**src/rtl/core/keypad_led_select_blink_assert.svh**
```systemverilog
// assertion macros shared by the keypad led select blink rtl
`ifndef KEYPAD_LED_SELECT_BLINK_ASSERT_SVH
`define KEYPAD_LED_SELECT_BLINK_ASSERT_SVH

`ifndef ASSERT_OFF
// implication checked on every clock edge outside reset
`define KLSB_ASSERT(lbl, prop, msg) \
  lbl: assert property (@(posedge clk_i) disable iff (!rst_ni) prop) else $error(msg);
// condition that must never be true outside reset
`define KLSB_NEVER(lbl, cond, msg) \
  lbl: assert property (@(posedge clk_i) disable iff (!rst_ni) !(cond)) else $error(msg);
`else
`define KLSB_ASSERT(lbl, prop, msg)
`define KLSB_NEVER(lbl, cond, msg)
`endif

`endif

```
**src/rtl/core/klsb_pkg.sv**
```systemverilog
// types and constants of the keypad led select blink block
package klsb_pkg;

  localparam int unsigned LED_COUNT_DEF = 4;
  localparam int unsigned HOLD_W        = 4;
  localparam int unsigned DELAY_W       = 8;
  localparam int unsigned SEL_W         = 2;
  localparam int unsigned IN_TDATA_W    = 8;
  localparam int unsigned OUT_TDATA_W   = 16;

  localparam logic [HOLD_W-1:0]  HOLD_TICKS_RST = 4'd3;
  localparam logic [DELAY_W-1:0] DELAY_MAX      = 8'hff;

  // one fire flag per button
  typedef struct packed {
    logic slower;
    logic faster;
    logic prev;
    logic next;
  } fire_t;

  // result item, selected_led in the lowest bits
  typedef struct packed {
    logic [DELAY_W-1:0] delay_now;
    logic               led_lit;
    logic [SEL_W-1:0]   selected_led;
  } result_t;

  localparam int unsigned RESULT_W = $bits(result_t);

endpackage

```
**src/rtl/core/keypad_led_select_blink.sv**
```systemverilog
// top level of the keypad led select blink block
//
//  channel  | direction | handshake                      | payload
//  ---------+-----------+--------------------------------+---------------------------------
//  s_axis   | in        | s_axis_tvalid / s_axis_tready  | one tick with four button levels
//  m_axis   | out       | m_axis_tvalid / m_axis_tready  | led index, lit level, delay
//  cfg      | in        | cfg_valid_i / cfg_ready_o      | hold_ticks (4 bit)
//
// every accepted item produces exactly one result item, registered in the output buffer
// one item per cycle unless stalled; state update is a single pass of small adds and compares
// results sit in a two-entry buffer, so a stalled m_axis side blocks input only once both are full
// rst_ni clears hold counters, led index, delay and blink count, lights the first led
// and loads hold_ticks with 3; cfg is always ready
module keypad_led_select_blink import klsb_pkg::*; #(
  parameter int unsigned LED_COUNT = LED_COUNT_DEF
) (
  input  logic                   clk_i,
  input  logic                   rst_ni,
  // configuration write
  input  logic                   cfg_valid_i,
  output logic                   cfg_ready_o,
  input  logic [HOLD_W-1:0]      cfg_data_i,    // hold_ticks
  // tick items in
  input  logic                   s_axis_tvalid,
  output logic                   s_axis_tready,
  // [0] next_pressed, [1] prev_pressed, [2] faster_pressed, [3] slower_pressed, rest zero
  input  logic [IN_TDATA_W-1:0]  s_axis_tdata,
  // result items out
  output logic                   m_axis_tvalid,
  input  logic                   m_axis_tready,
  // [1:0] selected_led, [2] led_lit, [10:3] delay_now, rest zero
  output logic [OUT_TDATA_W-1:0] m_axis_tdata
);

  logic [HOLD_W-1:0] hold_ticks_q;
  logic              step;
  fire_t             fire;
  result_t           res_in, res_out;

  // hold time register; the user must write it only while idle, the block does not enforce this
  assign cfg_ready_o = 1'b1;

  always_ff @(posedge clk_i or negedge rst_ni) begin
    if (!rst_ni) begin
      hold_ticks_q <= HOLD_TICKS_RST;
    end else if (cfg_valid_i) begin
      hold_ticks_q <= cfg_data_i;
    end
  end

  // one accepted item advances all state by one tick
  assign step = s_axis_tvalid & s_axis_tready;

  // per-button hold counters decide which actions fire
  klsb_hold u_hold (
    .clk_i        (clk_i),
    .rst_ni       (rst_ni),
    .step_i       (step),
    .level_i      (s_axis_tdata[3:0]),
    .hold_ticks_i (hold_ticks_q),
    .fire_o       (fire)
  );

  // actions in order next, previous, faster, slower, then the blink step
  klsb_state #(
    .LED_COUNT (LED_COUNT)
  ) u_state (
    .clk_i    (clk_i),
    .rst_ni   (rst_ni),
    .step_i   (step),
    .fire_i   (fire),
    .result_o (res_in)
  );

  // result register with skid stage toward m_axis
  klsb_outbuf u_outbuf (
    .clk_i       (clk_i),
    .rst_ni      (rst_ni),
    .push_i      (step),
    .data_i      (res_in),
    .ready_o     (s_axis_tready),
    .valid_o     (m_axis_tvalid),
    .pop_ready_i (m_axis_tready),
    .data_o      (res_out)
  );

  assign m_axis_tdata = {(OUT_TDATA_W - RESULT_W)'(0), res_out};

endmodule

```
**src/rtl/core/klsb_hold.sv**
```systemverilog
// hold counters for the four buttons, one fire flag each
module klsb_hold import klsb_pkg::*; (
  input  logic              clk_i,
  input  logic              rst_ni,
  input  logic              step_i,
  input  logic [3:0]        level_i,
  input  logic [HOLD_W-1:0] hold_ticks_i,
  output fire_t             fire_o
);

  logic [HOLD_W-1:0] cnt_q [4];
  logic [HOLD_W-1:0] cnt_d [4];
  logic [3:0]        fire;

  always_comb begin
    for (int b = 0; b < 4; b++) begin
      fire[b]  = 1'b0;
      cnt_d[b] = '0;
      if (level_i[b]) begin
        if (cnt_q[b] < hold_ticks_i) begin
          cnt_d[b] = cnt_q[b] + HOLD_W'(1);
        end else begin
          fire[b] = 1'b1;
        end
      end
    end
  end

  assign fire_o = '{slower: fire[3], faster: fire[2], prev: fire[1], next: fire[0]};

  always_ff @(posedge clk_i or negedge rst_ni) begin
    if (!rst_ni) begin
      for (int b = 0; b < 4; b++) cnt_q[b] <= '0;
    end else if (step_i) begin
      for (int b = 0; b < 4; b++) cnt_q[b] <= cnt_d[b];
    end
  end

endmodule

```
**src/rtl/core/klsb_state.sv**
```systemverilog
// led index, blink delay and blink phase registers with their update
`include "keypad_led_select_blink_assert.svh"

module klsb_state import klsb_pkg::*; #(
  parameter int unsigned LED_COUNT = LED_COUNT_DEF
) (
  input  logic    clk_i,
  input  logic    rst_ni,
  input  logic    step_i,
  input  fire_t   fire_i,
  output result_t result_o
);

  localparam int unsigned IdxW = $clog2(LED_COUNT);
  localparam logic [IdxW:0] LedCnt = (IdxW+1)'(LED_COUNT);

  logic [IdxW-1:0]    idx_q, idx_d, idx_n;
  logic               lit_q, lit_d;
  logic [DELAY_W-1:0] delay_q, delay_d, delay_f;
  logic [DELAY_W-1:0] elapsed_q, elapsed_d, elapsed_a;
  logic [IdxW:0]      idx_inc;
  logic               moved;
  logic [IdxW+1:0]    sel_wide;

  always_comb begin
    // next, then previous, with wrap-around
    idx_inc = {1'b0, idx_q} + (IdxW+1)'(1);
    idx_n   = idx_q;
    if (fire_i.next) begin
      idx_n = (idx_inc >= LedCnt) ? '0 : idx_inc[IdxW-1:0];
    end
    idx_d = idx_n;
    if (fire_i.prev) begin
      idx_d = (idx_n == '0 || {1'b0, idx_n} >= LedCnt) ? IdxW'(LED_COUNT - 1)
                                                     : idx_n - IdxW'(1);
    end
    moved     = fire_i.next | fire_i.prev;
    elapsed_a = moved ? '0 : elapsed_q;

    // faster then slower, both saturating
    delay_f = delay_q;
    if (fire_i.faster && delay_q != '0) delay_f = delay_q - DELAY_W'(1);
    delay_d = delay_f;
    if (fire_i.slower && delay_f != DELAY_MAX) delay_d = delay_f + DELAY_W'(1);

    // blink step
    lit_d = lit_q | moved;
    if (elapsed_a < delay_d) begin
      elapsed_d = elapsed_a + DELAY_W'(1);
    end else begin
      lit_d     = ~lit_d;
      elapsed_d = '0;
    end
  end

  assign sel_wide = {2'b00, idx_d};
  assign result_o = '{delay_now: delay_d, led_lit: lit_d, selected_led: sel_wide[SEL_W-1:0]};

  always_ff @(posedge clk_i or negedge rst_ni) begin
    if (!rst_ni) begin
      idx_q     <= '0;
      lit_q     <= 1'b1;
      delay_q   <= '0;
      elapsed_q <= '0;
    end else if (step_i) begin
      idx_q     <= idx_d;
      lit_q     <= lit_d;
      delay_q   <= delay_d;
      elapsed_q <= elapsed_d;
    end
  end

  `KLSB_NEVER(a_idx_range, ({1'b0, idx_q} >= LedCnt), "led index out of range")
  `KLSB_ASSERT(a_delay_no_wrap_up, step_i && delay_q == DELAY_MAX |=> delay_q != '0, "delay wrapped up")
  `KLSB_ASSERT(a_delay_no_wrap_dn, step_i && delay_q == '0 |=> delay_q != DELAY_MAX, "delay wrapped down")

endmodule

```
**src/rtl/core/klsb_outbuf.sv**
```systemverilog
// two-entry output buffer: result register plus skid register
`include "keypad_led_select_blink_assert.svh"

module klsb_outbuf import klsb_pkg::*; (
  input  logic    clk_i,
  input  logic    rst_ni,
  input  logic    push_i,
  input  result_t data_i,
  output logic    ready_o,
  output logic    valid_o,
  input  logic    pop_ready_i,
  output result_t data_o
);

  result_t main_q, skid_q;
  logic    main_valid_q, skid_valid_q;
  logic    pop;

  assign pop     = main_valid_q & pop_ready_i;
  assign ready_o = ~skid_valid_q;
  assign valid_o = main_valid_q;
  assign data_o  = main_q;

  always_ff @(posedge clk_i or negedge rst_ni) begin
    if (!rst_ni) begin
      main_valid_q <= 1'b0;
      skid_valid_q <= 1'b0;
    end else begin
      if (skid_valid_q) begin
        if (pop) skid_valid_q <= 1'b0;
      end else if (push_i) begin
        if (!main_valid_q || pop) main_valid_q <= 1'b1;
        else                      skid_valid_q <= 1'b1;
      end else if (pop) begin
        main_valid_q <= 1'b0;
      end
    end
  end

  always_ff @(posedge clk_i) begin
    if (skid_valid_q) begin
      if (pop) main_q <= skid_q;
    end else if (push_i) begin
      if (!main_valid_q || pop) main_q <= data_i;
      else                      skid_q <= data_i;
    end
  end

  `KLSB_NEVER(a_skid_needs_main, skid_valid_q && !main_valid_q, "skid full with result empty")
  `KLSB_ASSERT(a_skid_fills, push_i && ready_o && main_valid_q && !pop |=> skid_valid_q, "stalled item lost")
  `KLSB_ASSERT(a_skid_drains, pop && skid_valid_q |=> main_valid_q && main_q == $past(skid_q), "skid item not moved")

endmodule
```
**config.mk**
```make
export PLATFORM = sky130hd
export DESIGN_NAME = keypad_led_select_blink
export DESIGN_NICKNAME = d
export VERILOG_FILES = /design/src/rtl/core/klsb_pkg.sv /design/src/rtl/core/keypad_led_select_blink.sv /design/src/rtl/core/klsb_hold.sv /design/src/rtl/core/klsb_state.sv /design/src/rtl/core/klsb_outbuf.sv
export VERILOG_INCLUDE_DIRS = /design/src /design/src/rtl/core
export SDC_FILE = /design/constraint.sdc
export NUM_CORES = 1
export LEC_CHECK = 0
export BUFFER_PORTS_ARGS = -buffer_cell sky130_fd_sc_hd__buf_2
export CAP_MARGIN = 20
export CORE_UTILIZATION = 54
export DETAILED_ROUTE_END_ITERATION = 8
export PLACE_DENSITY = 0.81
export SLEW_MARGIN = 20
export SYNTH_ARGS = -nofsm -noshare
export SYNTH_HDL_FRONTEND = slang
export SYNTH_SLANG_ARGS = --single-unit
```
**constraint.sdc**
```tcl
create_clock -name clk_i -period 4.3 [get_ports clk_i]
set_input_delay 0.86 -clock clk_i [delete_from_list [all_inputs] [get_ports clk_i]]
set_output_delay 0.86 -clock clk_i [all_outputs]
set_load 0.01 [all_outputs]
```
---- Word level (Yosys, flattened, before mapping) ----
Index checks and enable logic that the tools add are counted.
operators by class
  add/subtract/negate cells ............... 9
  magnitude comparators ................... 6
  eq/ne operators ......................... 3
  multiplexer cells ....................... 36
  bitwise gates (word level) .............. 7
  reduce and logical (&&, ||, !) cells .... 12
operators by type and width
  operator                                                  count
  2-to-1 mux 11 bit                                         4
  2-to-1 mux 4 bit                                          8
  2-to-1 mux 8 bit                                          4
  adder 4 x 1 -> 4 bit, second input constant               4
  adder 8 x 1 -> 8 bit, second input constant               2
  less-than comparator 4 bit                                4
  2-to-1 mux 1 bit                                          16
  AND reduction 3 bit                                       3
  less-than comparator 8 bit                                1
  2-to-1 mux 2 bit                                          4
  inequality test 8 bit, second input constant              1
  nonzero test 8 bit                                        1
  subtractor 8 x 1 -> 8 bit, second input constant          1
  nonzero test 2 bit                                        3
  adder 2 x 1 -> 3 bit, second input constant               1
  greater-or-equal comparator 3 bit, second input constant  1
  inverter 1 bit                                            3
  bitwise AND 1 bit                                         2
  logical AND 1 bit                                         2
  zero test 2 bit                                           1
  inequality test 2 x 1 -> 1 bit, second input constant     1
  inequality test 2 bit, second input constant              1
  bitwise OR 1 bit                                          2
  subtractor 2 x 1 -> 2 bit, second input constant          1
  2 further kinds                                           2
storage, ports and cells
  register bits ........................... 63
  input port bits ......................... 17
  output and inout port bits .............. 19
  word-level logic and storage cells ...... 90

---- Longest topological paths before layout ----
  depth after elaboration ................. 13
  mapped depth ............................ 22
  gate-level depth less buffers ........... 20

---- By module ----
A second synthesis with hierarchy kept.
second synthesis, totals
  cells, all modules ...................... 403
  area, all modules ....................... 4135.2 um2
by module, submodules not included
  module                   times used  cells an instance  area an instance (um2)  sequential area each (um2)
  klsb_state               1           216                1859.3                  476.7
  klsb_hold                1           123                1123.6                  400.4
  klsb_outbuf              1           47                 945.9                   710.7
  keypad_led_select_blink  1           17                 206.4                   102.6

---- Worst setup path after synthesis ----
No wires, ideal clock.
  kind .................................... flip-flop to flip-flop
  start point ............................. reg hold_ticks_q[1]
  end point ............................... reg u_outbuf.main_q, in the netlist u_outbuf.data_o[2] (data pin)
  setup time .............................. 260 ps
  arrival ................................. 4228 ps
  data required time ...................... 4040 ps
  slack ................................... -188 ps
  stages on the path, launching flop included .. 20
  path buffers ............................ 1
  period minus slack after synthesis ...... 4488 ps
  cells stage by stage .................... dfstp_2 > inv_1 > ha_1 > a2111o_1 > and3_1 > buf_6 > nor4_4 > o22ai_4 > o211a_1 > mux2i_1 > xor2_1 > ha_1 > a211oi_1 > nand2_1 > o22ai_1 > a2bb2oi_1 > nor4bb_2 > nor3_2 > xnor2_1 > mux2_2
RTL lines
  element                 RTL line                       source
  start, declared         keypad_led_select_blink.sv:35  logic [HOLD_W-1:0] hold_ticks_q;
  start signal, assigned  keypad_led_select_blink.sv:47  hold_ticks_q <= cfg_data_i;
  end signal, assigned    klsb_outbuf.sv:42              if (pop) main_q <= skid_q;
  end signal, assigned    klsb_outbuf.sv:44              if (!main_valid_q || pop) main_q <= data_i;
  end, declared           klsb_outbuf.sv:15              result_t main_q, skid_q;

==> metrics.md <==
| Metric | Value |
|---|---|
| Status | `finished, violations left` |
| Violated checks | `negative setup slack` |
| Area growth, synth to finish | `30.3%` |
| Register area share after synthesis | `40.8%` |
| Nets | `588` |
| Clk_lat worst skew | `360 ps` |
| Gr ovfl total | `0` |
| ANT cells | `0` |
| RSZ-0062 raised after global routing | `yes` |
| Synth cell types | `71` |
| Routed vias/inst | `5.95` |
| DIE WIDTH | `89.6 um` |
| Gate count of the mapped netlist | `446` |
| Post-synth EDFFs | `22` |
| DRC | `0` |
| Post-synth top flop | `dfrtp_1` |
| Arr. time, crit path | `4840 ps` |
| Comb pwr share | `58.7%` |
| HPWL Detailed | `6950 um` |
| Initial Utilization | `56.5%` |
| Sw power | `1.71 mW` |
| TritonCTS clock tree | `done` |
| Average wire per standard cell | `17.5 um` |
| Yosys warns | `0` |
| Final hold violation count | `0` |
| Share of cells above drive strength 1 | `32.7%` |
| DR vias | `3862` |
| Yosys reg bits | `63` |
| Rel. slew slack | `34.1%` |
| Internal Pwr Total | `2.30 mW` |
| CP startpoint kind | `flop` |
| CTS Hold Bufs | `0` |
| Die height | `89.6 um` |
| Max VDD drop | `0.000532 V` |
| Least-Margin Pin Slew | `989 ps` |
| Fin crit period | `4730 ps` |
| Drt total wl | `11400 um` |
| Crit share post-route | `110%` |
| Post-synth ARST share | `65.1%` |
| Critical Path RT | `4410 ps` |
| Full die area | `8030 um^2` |
| Gpl congestion | `0.848` |
| Sw Share | `42.6%` |
| Leakage | `2.48 nW` |
| Pwr/cell area | `743 nW/um^2` |
| Main area contributors after synthesis | `dfrtp_1, edfxtp_1, ha_1` |
| Setup TNS | `-3470 ps` |
| Setup WS post-layout | `-430 ps` |
| Max cap viols | `0` |
| Post-DRT Antenna Nets | `0` |
| Core area | `7330 um^2` |
| Fmax achieved | `211 MHz` |
| IO Port Bufs | `25` |
| # IOs | `36` |
| Worst-path clk slew | `80 ps` |
| FP Rows | `31` |
| CP endpoint kind | `flop` |
| First-pass GRT wire length | `16800 um` |
| Largest net degree at the start of global routing | `42` |
| Antenna violations before repair | `0` |
| Power share of the clock group | `15.2%` |
| GRT Total Usage | `27.8%` |
| DR pass1 iterations | `5` |
| Clk buf depth | `2` |
| Clock skew | `10.8 ps` |
| Yosys top cell area share | `22.9%` |
| Sequential Power Share | `26.0%` |
| Synth area leader | `dfrtp_1` |
| TritonCTS Buffers | `9` |
| Post-synthesis average cell area | `9.29 um^2` |
| CTS Root Cell | `clkbuf_8` |
| Mapped Area | `4140 um^2` |
| Finish-stage setup viols | `11` |
| Slew Viols, Final | `0` |
| WS Path Type | `reg -> reg` |
| H-tree Lvls | `3` |
| Final Power | `4.01 mW` |
| CP max FO | `6` |
| Initial DRC count | `339` |
| Vias in the first global route | `3661` |
| HP Class | `reg -> reg` |
| CTS sink cnt | `63` |
[Yosys cell counts (3+ instances only)]
master and n:
nor4_1 5, o21ai_0 52, edfxtp_1 22, ha_1 26, nand2b_1 7, mux2i_1 4
nand3_1 17, buf_4 8, nor2b_1 4, and3_1 12, mux2_2 4, a211o_1 3
xnor2_1 11, dfstp_2 3, xor2_1 12, inv_1 26, clkbuf_1 10, nor2_1 21
nor3_1 12, dfrtp_1 38, nand2_1 63, o22ai_1 3, a21oi_1 12, nand4_1 4
o31ai_1 3, buf_6 4
[final cells by class]
| cell class | count | area, um^2 |
|---|---|---|
| multi-input combinational | 336 | 2490 |
| clock buffer | 9 | 124 |
| clock inverter | 7 | 105 |
| inverter | 27 | 101 |
| fill | 452 | 1930 |
| timing repair buffer | 108 | 763 |
| sequential | 63 | 1690 |
| tap | 99 | 124 |
[routing by layer]
metal / GRT usage, % / wire (um) / vias up
li1: - / - / 1786
met1: 33.7 / 4720 / 1901
met2: 48.3 / 5810 / 145
met3: 5.12 / 552 / 30
met4: 12.0 / 275 / 0
met5: 0 / 0 / -
[through the flow]
step	hold slack (ps)	util, %	setup slack (ps)	cells	cell area [um^2]
2_1_floorplan	458	-	-80.5	450	4180
3_5_place_dp	478	65.0	-516	615	4760
3_3_place_gp	469	65.0	-427	615	4760
5_1_grt	538	73.7	-560	649	5400
6_report	525	73.7	-430	649	5400
4_1_cts	493	71.7	-164	644	5250
[worst max-delay path, cell delays in order, from the launching register on]
cell and delay (ps):
dfstp_2 530, inv_2 50, ha_4 200, a2111o_1 400
and3_4 200, and3_4 160, o22ai_4 240, o211a_4 260
mux2i_4 280, xor2_2 250, ha_4 260, a211oi_4 260
nand2_1 80, o22ai_1 140, a2bb2oi_1 260, nor4bb_4 340
nor3_4 100, xnor2_1 180, mux2_4 280
[power by group through the flow]
| stage | logic [mW] | registers, mW | clock network, mW |
|---|---|---|---|
| final | 2.36 | 1.04 | 0.611 |
| after global routing | 2.53 | 1.07 | 0.640 |
| after global placement | 1.73 | 1.03 | 0 |
| after floorplan | 1.15 | 1.03 | 0 |
| after detailed placement | 1.81 | 1.04 | 0 |
| after CTS | 2.06 | 1.03 | 0.611 |
[flip-flops by register name (all words and copies together), names as in the netlist]
| signal | count |
|---|---|
| u_state.elapsed_q | 8 |
| u_hold.cnt_q | 16 |
| u_state.lit_q | 1 |
| u_state.idx_q | 2 |
| u_outbuf.valid_o | 1 |
| u_outbuf.skid_q | 11 |
| u_state.delay_q | 8 |
| u_outbuf.data_o | 11 |
| u_outbuf.skid_valid_q | 1 |
| hold_ticks_q | 4 |
[final timing paths]
kind	slack, ps	startpoint	endpoint	cells past startpoint
setup reg to reg	-430	hold_ticks_q[1]	u_outbuf.data_o[2]	18
setup / recovery	-430	hold_ticks_q[1]	u_outbuf.data_o[2]	18
hold reg to reg	520	u_hold.cnt_q[6]	u_hold.cnt_q[6]	1
hold / removal	520	u_hold.cnt_q[6]	u_hold.cnt_q[6]	1
min in group asynchronous	660	rst_ni	u_state.delay_q[1]	1
max in group asynchronous	3030	rst_ni	u_state.elapsed_q[2]	1
[cells by family (layout without fill, tap and decap cells)]
family                   after synthesis  after routing  share of synthesized area [%]
adder cells (fa/ha/maj)               26             26                           7.85
XOR/XNOR                              23             23                           4.86
other                                  2              6                          0.181
multiplexers                           8              8                           2.05
buffers and inverters                 51            151                           6.13
flip-flops                            63             63                           40.8
AND/OR/NAND/NOR                      166            166                           21.0
AO/OA/AOI/OAI                        107            107                           17.1
[what timing repair did]
action                                  4_1_cts  5_1_grt
setup buffers                                13        5
resized for setup                            30       22
endpoints found under the setup margin       11       11
pin swaps                                    14       11
[placed cells by master, fill, tap and decap left out, types with 10 or more instances in the layout]
master	Yosys	routed
buf_2	2	25
buf_4	8	79
nand3_1	17	16
ha_1	26	21
edfxtp_1	22	22
nand2_1	63	61
xor2_1	12	10
inv_1	26	25
xnor2_1	11	11
and3_1	12	11
o21ai_0	52	47
nor2_1	21	19
nor3_1	12	12
a21oi_1	12	11
dfrtp_1	38	38
No activity file was read; power rests on OpenSTA's default activity.
